$ cat src/design/cfr_pkg.sv
`timescale 1ns / 1ps

package cfr_pkg;

    // Default depth of the body store.
    localparam int MAX_RECEIVE_BYTES_DEF = 128;

    // Frame position code that means no frame is in progress.
    localparam logic [7:0] POS_IDLE = 8'hff;

    // Configuration register indexes.
    localparam logic [7:0] REG_STATION_ADDRESS = 8'd0;
    localparam logic [7:0] REG_RECEIVE_LENGTH  = 8'd1;

    // Reset values of the configuration registers.
    localparam logic [7:0] STATION_ADDRESS_RST = 8'd0;
    localparam logic [7:0] RECEIVE_LENGTH_RST  = 8'd16;

    // Controller states.
    typedef enum logic [2:0] {
        S_IDLE,
        S_EVAL,
        S_SINGLE,
        S_RUN_RD,
        S_RUN_PUT
    } state_t;

    // Commands from the controller to the datapath.
    typedef struct packed {
        logic capture;     // latch the input word and read the previous body byte
        logic eval;        // update the frame state from the latched word
        logic put_single;  // load a not-done result into the output register
        logic rd_run;      // read the next payload byte of the run
        logic put_run;     // load a payload result into the output register
        logic clr_k;       // clear the run counter
        logic inc_k;       // advance the run counter
    } cmd_t;

    // Status from the datapath to the controller.
    typedef struct packed {
        logic complete;    // the latched word completes a frame
        logic out_free;    // the output register can take a word this cycle
        logic k_last;      // the run counter is on the final payload byte
    } status_t;

endpackage

$ cat src/design/complement_frame_receiver_unit.sv
`timescale 1ns / 1ps

// Complement frame receiver.
// Received serial bytes enter one word at a time on the s_ channel. Frames
// are three bytes rising by 2, the station address and its complement, then
// receive_length body bytes in which every second byte complements the one
// before. Each input word that does not complete a frame yields one not-done
// word on the m_ channel; a completing word yields the even body bytes as a
// run with tuser set and tlast on the final one.
// Registers are written on the cfg channel, which is always ready; write them
// only while no word is in flight.
// Flow: the input word is captured with a read of the previous body byte,
// the frame state is updated, then the not-done word is loaded into the
// output register; a completing word instead reads and loads each payload
// word in turn through the single registered read port of the body store.
// No new input word is taken until the last output word is loaded.
// Reset clears the registers to their defaults, leaves the receiver idle and
// empties the output register. When the m_ side stalls, the output word
// holds and the controller waits before loading the next one; after a
// not-done word or the last run word, one further input word is taken meanwhile.
module complement_frame_receiver_unit
#(
    parameter int MAX_RECEIVE_BYTES = cfr_pkg::MAX_RECEIVE_BYTES_DEF
)
(
    input  logic       clk,
    input  logic       rst_n,
    input  logic       s_tvalid,
    output logic       s_tready,
    input  logic [7:0] s_tdata,    // [7:0] rx_byte
    output logic       m_tvalid,
    input  logic       m_tready,
    output logic [7:0] m_tdata,    // [7:0] data_byte
    output logic       m_tuser,    // [0] frame_done
    output logic       m_tlast,
    input  logic       cfg_valid,
    output logic       cfg_ready,
    input  logic [7:0] cfg_index,
    input  logic [7:0] cfg_data
);

    cfr_pkg::cmd_t    cmd;
    cfr_pkg::status_t st;

    assign cfg_ready = 1'b1;

    cfr_ctrl u_ctrl
    (
        .clk      (clk),
        .rst_n    (rst_n),
        .s_tvalid (s_tvalid),
        .s_tready (s_tready),
        .st       (st),
        .cmd      (cmd)
    );

    cfr_datapath
    #(
        .MAX_RECEIVE_BYTES (MAX_RECEIVE_BYTES)
    )
    u_datapath
    (
        .clk        (clk),
        .rst_n      (rst_n),
        .rx_byte    (s_tdata),
        .cfg_valid  (cfg_valid),
        .cfg_index  (cfg_index),
        .cfg_data   (cfg_data),
        .m_tready   (m_tready),
        .m_tvalid   (m_tvalid),
        .frame_done (m_tuser),
        .data_byte  (m_tdata),
        .last       (m_tlast),
        .cmd        (cmd),
        .st         (st)
    );

endmodule

$ cat src/design/cfr_ctrl.sv
`timescale 1ns / 1ps

module cfr_ctrl
(
    input  logic             clk,
    input  logic             rst_n,
    input  logic             s_tvalid,
    output logic             s_tready,
    input  cfr_pkg::status_t st,
    output cfr_pkg::cmd_t    cmd
);

    cfr_pkg::state_t state_reg;
    cfr_pkg::state_t state_next;

    // State register.
    always_ff @(posedge clk or negedge rst_n)
    begin
        if (!rst_n)
        begin
            state_reg <= cfr_pkg::S_IDLE;
        end
        else
        begin
            state_reg <= state_next;
        end
    end

    // Next state and commands.
    always_comb
    begin
        state_next = state_reg;
        cmd        = '0;
        s_tready   = 1'b0;
        case (state_reg)
            cfr_pkg::S_IDLE:
            begin
                s_tready = 1'b1;
                if (s_tvalid)
                begin
                    cmd.capture = 1'b1;
                    state_next  = cfr_pkg::S_EVAL;
                end
            end
            cfr_pkg::S_EVAL:
            begin
                cmd.eval = 1'b1;
                if (st.complete)
                begin
                    cmd.clr_k  = 1'b1;
                    state_next = cfr_pkg::S_RUN_RD;
                end
                else
                begin
                    state_next = cfr_pkg::S_SINGLE;
                end
            end
            cfr_pkg::S_SINGLE:
            begin
                if (st.out_free)
                begin
                    cmd.put_single = 1'b1;
                    state_next     = cfr_pkg::S_IDLE;
                end
            end
            cfr_pkg::S_RUN_RD:
            begin
                cmd.rd_run = 1'b1;
                state_next = cfr_pkg::S_RUN_PUT;
            end
            cfr_pkg::S_RUN_PUT:
            begin
                if (st.out_free)
                begin
                    cmd.put_run = 1'b1;
                    if (st.k_last)
                    begin
                        state_next = cfr_pkg::S_IDLE;
                    end
                    else
                    begin
                        cmd.inc_k  = 1'b1;
                        state_next = cfr_pkg::S_RUN_RD;
                    end
                end
            end
            default:
            begin
                state_next = cfr_pkg::S_IDLE;
            end
        endcase
    end

endmodule

$ cat src/design/cfr_datapath.sv
`timescale 1ns / 1ps

module cfr_datapath
#(
    parameter int MAX_RECEIVE_BYTES = cfr_pkg::MAX_RECEIVE_BYTES_DEF
)
(
    input  logic             clk,
    input  logic             rst_n,
    input  logic [7:0]       rx_byte,
    input  logic             cfg_valid,
    input  logic [7:0]       cfg_index,
    input  logic [7:0]       cfg_data,
    input  logic             m_tready,
    output logic             m_tvalid,
    output logic             frame_done,
    output logic [7:0]       data_byte,
    output logic             last,
    input  cfr_pkg::cmd_t    cmd,
    output cfr_pkg::status_t st
);

    localparam int         AW      = $clog2(MAX_RECEIVE_BYTES);
    localparam logic [7:0] MAX_LEN = 8'(MAX_RECEIVE_BYTES);

    // Configuration registers.
    logic [7:0] station_reg;
    logic [7:0] length_reg;

    // Frame state.
    logic [7:0] prev2_reg;
    logic [7:0] prev1_reg;
    logic [7:0] pos_reg;
    logic [7:0] pos_next;
    logic [7:0] addr_seen_reg;
    logic [7:0] addr_seen_next;
    logic [7:0] byte_reg;

    // Body store and its registered read port.
    logic [7:0]    mem [0:MAX_RECEIVE_BYTES-1];
    logic [7:0]    rd_data_reg;
    logic [AW-1:0] rd_addr;
    logic          wr_en;
    logic [AW-1:0] wr_addr;

    // Run counter and output register.
    logic [AW-1:0] k_reg;
    logic          out_valid_reg;
    logic          out_done_reg;
    logic [7:0]    out_data_reg;
    logic          out_last_reg;

    logic [7:0] len_eff;
    logic [8:0] len_p2;
    logic [7:0] count;
    logic [7:0] pos_a;
    logic [7:0] pos_b;
    logic [7:0] pos_c;
    logic [7:0] body_idx;
    logic       in_body;
    logic       start_seen;
    logic       complete;

    // Clamp the programmed length to the range from one to the store depth.
    always_comb
    begin
        if (length_reg == 8'd0)
        begin
            len_eff = 8'd1;
        end
        else if (length_reg > MAX_LEN)
        begin
            len_eff = MAX_LEN;
        end
        else
        begin
            len_eff = length_reg;
        end
        len_p2 = {1'b0, len_eff} + 9'd2;
        count  = 8'(({1'b0, len_eff} + 9'd1) >> 1);
    end

    // Frame state update for the latched word.
    always_comb
    begin
        addr_seen_next = addr_seen_reg;
        pos_a          = pos_reg;
        if (pos_reg == 8'd1)
        begin
            addr_seen_next = byte_reg;
        end
        else if (pos_reg == 8'd2)
        begin
            if ((addr_seen_reg != station_reg) || (addr_seen_reg != ~byte_reg))
            begin
                pos_a = cfr_pkg::POS_IDLE;
            end
        end

        in_body  = ({1'b0, pos_a} >= 9'd3) && ({1'b0, pos_a} <= len_p2);
        body_idx = pos_a - 8'd3;
        pos_b    = pos_a;
        // Odd body bytes must complement the byte stored just before.
        if (in_body && !pos_a[0] && (byte_reg != ~rd_data_reg))
        begin
            pos_b = cfr_pkg::POS_IDLE;
        end

        complete   = ({1'b0, pos_b} == len_p2);
        start_seen = ((prev2_reg + 8'd2) == prev1_reg) && ((prev1_reg + 8'd2) == byte_reg);
        pos_c      = start_seen ? 8'd0 : pos_b;
        if (complete || (pos_c == cfr_pkg::POS_IDLE))
        begin
            pos_next = cfr_pkg::POS_IDLE;
        end
        else
        begin
            pos_next = pos_c + 8'd1;
        end
    end

    assign wr_en   = cmd.eval && in_body;
    assign wr_addr = body_idx[AW-1:0];

    // Read address: the previous body byte on capture, a payload byte in a run.
    always_comb
    begin
        logic [7:0] prev_idx;
        logic [7:0] run_idx;
        prev_idx = pos_reg - 8'd4;
        run_idx  = 8'(k_reg) << 1;
        rd_addr  = cmd.rd_run ? run_idx[AW-1:0] : prev_idx[AW-1:0];
    end

    // Body store.
    always_ff @(posedge clk)
    begin
        if (wr_en)
        begin
            mem[wr_addr] <= byte_reg;
        end
        if (cmd.capture || cmd.rd_run)
        begin
            rd_data_reg <= mem[rd_addr];
        end
    end

    // Input word latch.
    always_ff @(posedge clk)
    begin
        if (cmd.capture)
        begin
            byte_reg <= rx_byte;
        end
    end

    // Configuration and frame state registers.
    always_ff @(posedge clk or negedge rst_n)
    begin
        if (!rst_n)
        begin
            station_reg   <= cfr_pkg::STATION_ADDRESS_RST;
            length_reg    <= cfr_pkg::RECEIVE_LENGTH_RST;
            prev2_reg     <= 8'd0;
            prev1_reg     <= 8'd0;
            pos_reg       <= cfr_pkg::POS_IDLE;
            addr_seen_reg <= 8'd0;
        end
        else
        begin
            if (cfg_valid && (cfg_index == cfr_pkg::REG_STATION_ADDRESS))
            begin
                station_reg <= cfg_data;
            end
            if (cfg_valid && (cfg_index == cfr_pkg::REG_RECEIVE_LENGTH))
            begin
                length_reg <= cfg_data;
            end
            if (cmd.eval)
            begin
                prev2_reg     <= prev1_reg;
                prev1_reg     <= byte_reg;
                pos_reg       <= pos_next;
                addr_seen_reg <= addr_seen_next;
            end
        end
    end

    // Run counter.
    always_ff @(posedge clk or negedge rst_n)
    begin
        if (!rst_n)
        begin
            k_reg <= '0;
        end
        else if (cmd.clr_k)
        begin
            k_reg <= '0;
        end
        else if (cmd.inc_k)
        begin
            k_reg <= k_reg + AW'(1);
        end
    end

    // Output register: loaded when free, emptied when the word is taken.
    always_ff @(posedge clk or negedge rst_n)
    begin
        if (!rst_n)
        begin
            out_valid_reg <= 1'b0;
        end
        else if (cmd.put_single || cmd.put_run)
        begin
            out_valid_reg <= 1'b1;
        end
        else if (m_tready)
        begin
            out_valid_reg <= 1'b0;
        end
    end

    always_ff @(posedge clk)
    begin
        if (cmd.put_single)
        begin
            out_done_reg <= 1'b0;
            out_data_reg <= 8'd0;
            out_last_reg <= 1'b1;
        end
        else if (cmd.put_run)
        begin
            out_done_reg <= 1'b1;
            out_data_reg <= rd_data_reg;
            out_last_reg <= st.k_last;
        end
    end

    assign st.complete = complete;
    assign st.out_free = !out_valid_reg || m_tready;
    assign st.k_last   = (8'(k_reg) == (count - 8'd1));

    assign m_tvalid   = out_valid_reg;
    assign frame_done = out_done_reg;
    assign data_byte  = out_data_reg;
    assign last       = out_last_reg;

    // A word is never loaded over one that is still waiting.
    assert property (@(posedge clk) disable iff (!rst_n)
        (cmd.put_single || cmd.put_run) |-> (!out_valid_reg || m_tready))
        else $error("output word overwritten while stalled");

    // A completed frame always returns the receiver to idle.
    assert property (@(posedge clk) disable iff (!rst_n)
        (cmd.eval && complete) |=> (pos_reg == cfr_pkg::POS_IDLE))
        else $error("frame position not idle after completion");

    // Position zero is only transient; it never reaches the register.
    assert property (@(posedge clk) disable iff (!rst_n)
        pos_reg != 8'd0)
        else $error("frame position register holds zero");

    // A stalled payload word keeps its frame-done flag set.
    assert property (@(posedge clk) disable iff (!rst_n)
        (out_valid_reg && !m_tready && out_done_reg) |=> out_done_reg)
        else $error("payload word changed while stalled");

endmodule
$ cat config.mk
export PLATFORM = sky130hd
export DESIGN_NAME = complement_frame_receiver_unit
export DESIGN_NICKNAME = d
export VERILOG_FILES = /design/src/design/cfr_pkg.sv /design/src/design/complement_frame_receiver_unit.sv /design/src/design/cfr_ctrl.sv /design/src/design/cfr_datapath.sv
export SDC_FILE = /design/constraint.sdc
export NUM_CORES = 2
export LEC_CHECK = 0
export ABC_CLOCK_PERIOD_IN_PS = 5900
export CAP_MARGIN = 5
export CORE_MARGIN = 5
export CORE_UTILIZATION = 55
export DETAILED_ROUTE_END_ITERATION = 16
export DONT_BUFFER_PORTS = 1
export PLACE_DENSITY = 0.8
export SETUP_SLACK_MARGIN = 0.1
export SYNTH_ARGS = -nofsm -noshare
export SYNTH_HDL_FRONTEND = slang
export SYNTH_SLANG_ARGS = --single-unit
$ cat constraint.sdc
create_clock -name clk -period 5.9 [get_ports clk]
set_input_delay 0.59 -clock clk [delete_from_list [all_inputs] [get_ports clk]]
set_output_delay 0.59 -clock clk [all_outputs]
set_load 0.02 [all_outputs]
* Word level (Yosys, flattened, before mapping)
Memories as Yosys holds them, arrays and structs flattened. A register that Yosys moved wholly into a read port is not among the register bits.
Index checks and enable logic that the tools add are counted.
** Word-level totals
- Bits in registers :: 77
- Bits in writable memories :: 1024
- Bits of input ports :: 29
- Output and inout bits :: 13
- Memories :: 1
** Cells by class
- Add/subtract/negate cells :: 9
- Order comparisons :: 3
- Eq/ne operators :: 18
- Mux-type cells :: 34
- Bitwise operators :: 2
- Reduce and logical (&&, ||, !) cells :: 21
** Memory list
- u_datapath.mem :: words 128, width 8, rd ports 1, clocked after memory_dff 1, wr ports 1, RTL line cfr_datapath.sv:40 : logic [7:0] mem [0:MAX_RECEIVE_BYTES-1];
** Operators by type and width (number)
- $mux 8 :: 8
- $ne 8x8->1 :: 3
- $mux 7 :: 3
- $mux 1 :: 18
- $add 8x2->8 const B :: 2
- $eq 8x1->1 const B :: 2
- $eq 8x8->1 :: 2
- $logic_not 8->1 :: 2
- $not 8->8 :: 2
- $pmux 3 s5 :: 1
- $add 8x1->9 const B :: 1
- $add 8x2->9 const B :: 1
- $eq 8x9->1 :: 1
- $le 8x9->1 :: 1
- $mux 3 :: 3
- $add 8x1->8 const B :: 1
- $eq 7x8->1 :: 1
- $eq 8x2->1 const B :: 1
- $eq 8x8->1 const B :: 1
- $ge 8x2->1 const B :: 1
- $gt 8x8->1 const B :: 1
- $sub 8x1->8 const B :: 1
- $add 7x1->7 const B :: 1
- $logic_and 1x1->1 :: 7
- 13 further kinds :: 22

* Logic depth before layout (Yosys ltp)
- Depth after elaboration :: 15
- Depth in mapped cells :: 21
- Depth with buffers taken out :: 19

* Cells and area by module
From an unflattened synthesis, not the netlist that was laid out.
** Second synthesis, totals
- Cell total of the unflattened synthesis :: 2452
- Area, all modules :: 45506.1 µm²
** By module, submodules not included
- cfr_datapath :: instances 1, cells an instance 2426, area an instance 45274.7 µm²
- cfr_ctrl :: instances 1, cells an instance 24, area an instance 220.2 µm²
- complement_frame_receiver_unit :: instances 1, cells an instance 2, area an instance 11.3 µm²

* Least setup slack after synthesis
No wires, ideal clock.
- Path kind :: register to register
- From :: reg u_datapath.byte_reg[0]
- To :: mem u_datapath.mem[43][0] (enable)
- Library setup time :: 370 ps
- Data arrival time :: 5645 ps
- Slack :: -116 ps
- Cell stages (with the launch flop) :: 16
- Clock period less this slack :: 6016 ps
- Cell sequence :: edfxtp_1 > nor3b_2 > o22ai_1 > nor4_4 > nor2_2 > buf_2 > or2_2 > ha_1 > or4_1 > a21oi_1 > a221o_1 > o2111ai_1 > or3_1 > clkbuf_1 > buf_2 > nor2_1
** On the way
- Longest elaborated chain between the ends :: 11
** Ends and longest elaborated chain
- from (decl) :: RTL line cfr_datapath.sv:37 : logic [7:0] byte_reg;
- from (signal assigned) :: RTL line cfr_datapath.sv:153 : byte_reg <= rx_byte;
- $not 8->8 (*) :: RTL line cfr_datapath.sv:94 : if ((addr_seen_reg != station_reg) || (addr_seen_reg != ~byte_reg))
- $ne 8x8->1 (*) :: RTL line cfr_datapath.sv:94
- $logic_or 1x1->1 (*) :: RTL line cfr_datapath.sv:94
- $mux 8 (*) :: RTL line cfr_datapath.sv:94
- $mux 8 (*) :: RTL line cfr_datapath.sv:92 : else if (pos_reg == 8'd2)
- $mux 8 (*) :: RTL line cfr_datapath.sv:88 : if (pos_reg == 8'd1)
- $le 8x9->1 or $ge 8x2->1 (tied branches) :: RTL line cfr_datapath.sv:100 : in_body = ({1'b0, pos_a} >= 9'd3) && ({1'b0, pos_a} <= len_p2);
- $logic_and 1x1->1 :: RTL line cfr_datapath.sv:100
- $logic_and 1x1->1 :: RTL line cfr_datapath.sv:122 : assign wr_en = cmd.eval && in_body;
- $mux 1 :: RTL line cfr_datapath.sv:138 : if (wr_en)
- $mux 1 (implied by the code) :: RTL line cfr_datapath.sv:140 : mem[wr_addr] <= byte_reg;
- to (decl) :: RTL line cfr_datapath.sv:40
Mark *: on every way between the ends. The rest lies on a longest branch, timed or not.

* Worst setup path in the final report
- From :: reg u_datapath.addr_seen_reg[5]
- To :: mem u_datapath.mem[22][5] (enable)
** On the way
- Longest elaborated chain between the ends :: 10
** Ends and longest elaborated chain
- from (decl) :: RTL line cfr_datapath.sv:35 : logic [7:0] addr_seen_reg;
- from (signal assigned) :: RTL line cfr_datapath.sv:184 : addr_seen_reg <= addr_seen_next;
- $ne 8x8->1 :: RTL line cfr_datapath.sv:94
- $logic_or 1x1->1 (*) :: RTL line cfr_datapath.sv:94
- $mux 8 (*) :: RTL line cfr_datapath.sv:94
- $mux 8 (*) :: RTL line cfr_datapath.sv:92
- $mux 8 (*) :: RTL line cfr_datapath.sv:88
- $le 8x9->1 or $ge 8x2->1 (tied branches) :: RTL line cfr_datapath.sv:100
- $logic_and 1x1->1 :: RTL line cfr_datapath.sv:100
- $logic_and 1x1->1 :: RTL line cfr_datapath.sv:122
- $mux 1 :: RTL line cfr_datapath.sv:138
- $mux 1 (implied by the code) :: RTL line cfr_datapath.sv:140
Marked as above.

==> run metrics <==
post-CTS setup buffers=0; pin count of the biggest net entering global routing=130; Leak=16.3 nW; critical path peak fanout=13; Layout Nets=2,504; fin util=61.7%; met3 Use GR=under 10%; max reg flops=1,024; syn_nets=between 2,000 and 2,500; Bufs on Longest Clock Path=3; register bit count reported by yosys=1,109; worst vdd ir=564 µV; largest register by flop count=u_datapath.mem; IO Count=42; global routing usage on met2=39.1%; Slew HR=11.0%; Synth async-reset ratio=5.32%; setup violators final=0; Worst Max-Slew Pin Slew=approximately 1.3 ns; initial antenna violation count=0; CP Data Required Time=6.19 ns; Area Growth Syn to Fin=11.2%; Pins Over Slew Limit=0; Cells after Synth=around 2,400; fill count=roughly 5,300; Ant. Diodes=0; total congestion overflow=0; starting density of the core=about 56%; Setup crit start kind=flip-flop; minimum clock period=5.43 ns; Cell Pwr Density=roughly 510 nW/µm²; H-tree depth=3; DR vias/cell=between 6 and 7; Clock Sinks=1,109; Seq/Total Area, Yosys=approximately 72%; routed len/inst=29.2 µm; WHS=~0.039 ns; final hold vios=0; Die ar.=about 89,000 µm²; Placed Cells=roughly 3,400; fin crit share=92.0%; outcome=finished clean; Initial DRC Count=3,212; Die Wd=298 µm; Max-Cap Viols=0; crit path DAT=5.72 ns; Port Buffers=0; All-Layer GR Usage=23.6%; first-pass GRT wire length=158 mm; gr busiest metal=met2; DPL Wire Length=61.3 mm; TritonCTS buffer count=104; synth unique cells=91; flop2flop setup slack=0.47 ns; RSZ-0062 raised after global routing=false; Antenna Nets Post-Route=0; via count=23,900; EDFF count, synth=1,040; Setup TNS Final=0 ns; CTS tree=yes; fmax=0.184 GHz; clk root buf=clkbuf_16; vias in the first global route=between 20,000 and 25,000; top_reg_cell synth=edfxtp_1; GR Util met1=32.0%; share of cells above drive strength 1=25.2%; Final GP Congestion=0.906; crit end category=flip-flop; clk_skew=roughly 0.031 ns; total wire length=106 mm; Core Area=82,100 µm²; area of the mapped netlist=approximately 46,000 µm²; Mean Syn Cell Area=18.8 µm²; DR pass1 iterations=7; Worst-Skew Late Latency=approximately 0.67 ns; Final Non-Filler Cells=~3,600; WS Path Type=reg2reg; Syn. warnings=0; Clock transition at path regs=around 0.060 ns; residual DRC count=0; Rows=105; worst hold path class=in2reg; die height=298 µm
[power by group]
| group | internal (mW) | total, mW | switching (mW) |
|---|---|---|---|
| Sequential | 9.28 | 9.63 | 0.352 |
| Combinational | 3.69 | 8.87 | 5.17 |
| Clock | 4.21 | 7.16 | 2.94 |
| Total | 17.2 | 25.7 | 8.47 |
[layout by cell type (no fill, tap or decap), drive strengths merged, types with 8 or more instances in the layout]
cell type	instances
a21oi	36
a221oi	34
a31oi	8
and3	12
and3b	12
buf	62
bufinv	20
clkbuf	118
clkinv	47
dfrtp	50
dfstp	9
dfxtp	10
dlygate4sd3	8
edfxtp	1040
ha	18
inv	28
mux2	89
mux2i	68
mux4	256
nand2	105
nand2b	12
nand3	24
nand4	9
nor2	183
nor2b	8
nor3	21
nor3b	13
nor4	12
o21ai	26
o22ai	55
or3	9
xnor2	25
xor2	14
[layer usage]
metal  part of all wire, %  up-vias  wire (µm)
met3                   9.2      234       9760
met4                   3.5        0       3660
met1                    37    12400      39400
met2                    50     1388      52800
li1                      -     9952          -
met5                     0        -          0
[worst max-delay path, cell delays in order (launching register included)]
cell and delay (ns):
dfrtp_1 0.40, nor3b_1 0.25, o22ai_1 0.17, nor4_4 0.63
nor2_2 0.15, or2_2 0.33, ha_1 0.20, or4_1 0.48
a21oi_1 0.23, a221o_1 0.29, o2111ai_1 0.20, nand2b_1 0.84
nor2_1 0.86
[cells in the mapped netlist (4+ instances only)]
cell type     n  area [µm²]
and3b_1      12         105
mux4_2      256        5770
mux2_2       88         991
dfxtp_1      10         200
dfrtp_1      50        1250
o31ai_1       7        52.6
nand2b_1     12        75.1
o21ai_0      23         115
o21a_1        7        52.6
mux2i_1      67         671
buf_2        35         175
nand3_1      24         120
nand2_1     105         394
ha_1         18         225
clkbuf_1     71         267
edfxtp_1   1040       31200
a31oi_1       8        50.1
nor3b_1      11        82.6
a21oi_1      35         175
and3_1       12        75.1
nor3_1       19        95.1
dfstp_2       9         236
buf_1         5        18.8
inv_1        23        86.3
nor4_1        9        56.3
or2_2         4        25.0
or4_1         6        45.0
buf_4        25         188
nor2_1      182         683
a21o_1        6        45.0
a221oi_1     32         280
a41oi_1       5        43.8
buf_6         4        45.0
a211oi_1      7        52.6
o22ai_1      54         338
xor2_1       14         123
xnor2_1      25         219
and2_1        4        25.0
nor2b_1       8        50.1
or3_1         9        56.3
nand4_1       8        50.1
[metrics by stage]
step / instance area (µm²) / setup slack [ns] / power (mW)
global placement: 46900 / 0.745 / 18.2
global route: 50700 / 0.283 / 26.6
detailed placement: 46900 / 0.612 / 18.4
floorplan: 45700 / 0.0612 / 16.0
finish: 50700 / 0.473 / 25.7
CTS: 50700 / 0.548 / 25.6
[final timing paths]
path,cells past startpoint,start,to
worst max-delay path,12,u_datapath.addr_seen_reg[5]$_DFFE_PN0P_,u_datapath.mem[22][5]$_DFFE_PP_
worst min-delay path,0,s_tdata[0],u_datapath.byte_reg[0]$_DFFE_PP_
worst max register to register,12,u_datapath.addr_seen_reg[5]$_DFFE_PN0P_,u_datapath.mem[22][5]$_DFFE_PP_
worst min register to register,2,u_datapath.prev2_reg[0]$_DFFE_PN0N_,u_datapath.prev2_reg[0]$_DFFE_PN0N_
max in group asynchronous,2,rst_n,u_datapath.pos_reg[4]$_DFFE_PN1N_
min in group asynchronous,2,rst_n,u_datapath.addr_seen_reg[4]$_DFFE_PN0P_
[kinds of logic (layout without fill, tap and decap cells)]
family / Yosys count / in the layout / share of synthesized area (%)
AOI/OAI and AO/OA: 227 / 227 / 3.54
xor gates and xnor gates: 39 / 39 / 0.749
and+or+nand+nor: 451 / 451 / 4.91
muxes: 413 / 413 / 16.4
DFF: 1109 / 1109 / 72.2
adders and majority gates: 18 / 18 / 0.494
buffers and inverters: 163 / 290 / 1.71
other: 1 / 1 / 0.00823
[repair_timing]
action | in CTS | in global routing
resized for setup | 0 | 0
endpoints found under the hold margin | 66 | 0
hold buffers | 9 | 0
[layout make-up]
type	count	area (µm²)	share of cell area, %
clock buffers	118	2720	5.37
clock inverters	79	973	1.92
inverters	23	86.3	0.170
multi-input cells	1149	12000	23.7
flip-flops and latches	1109	32900	65.0
well taps	1070	1340	2.64
repair buffers	70	641	1.26
Note: power is estimated with default switching activity, not from simulation.
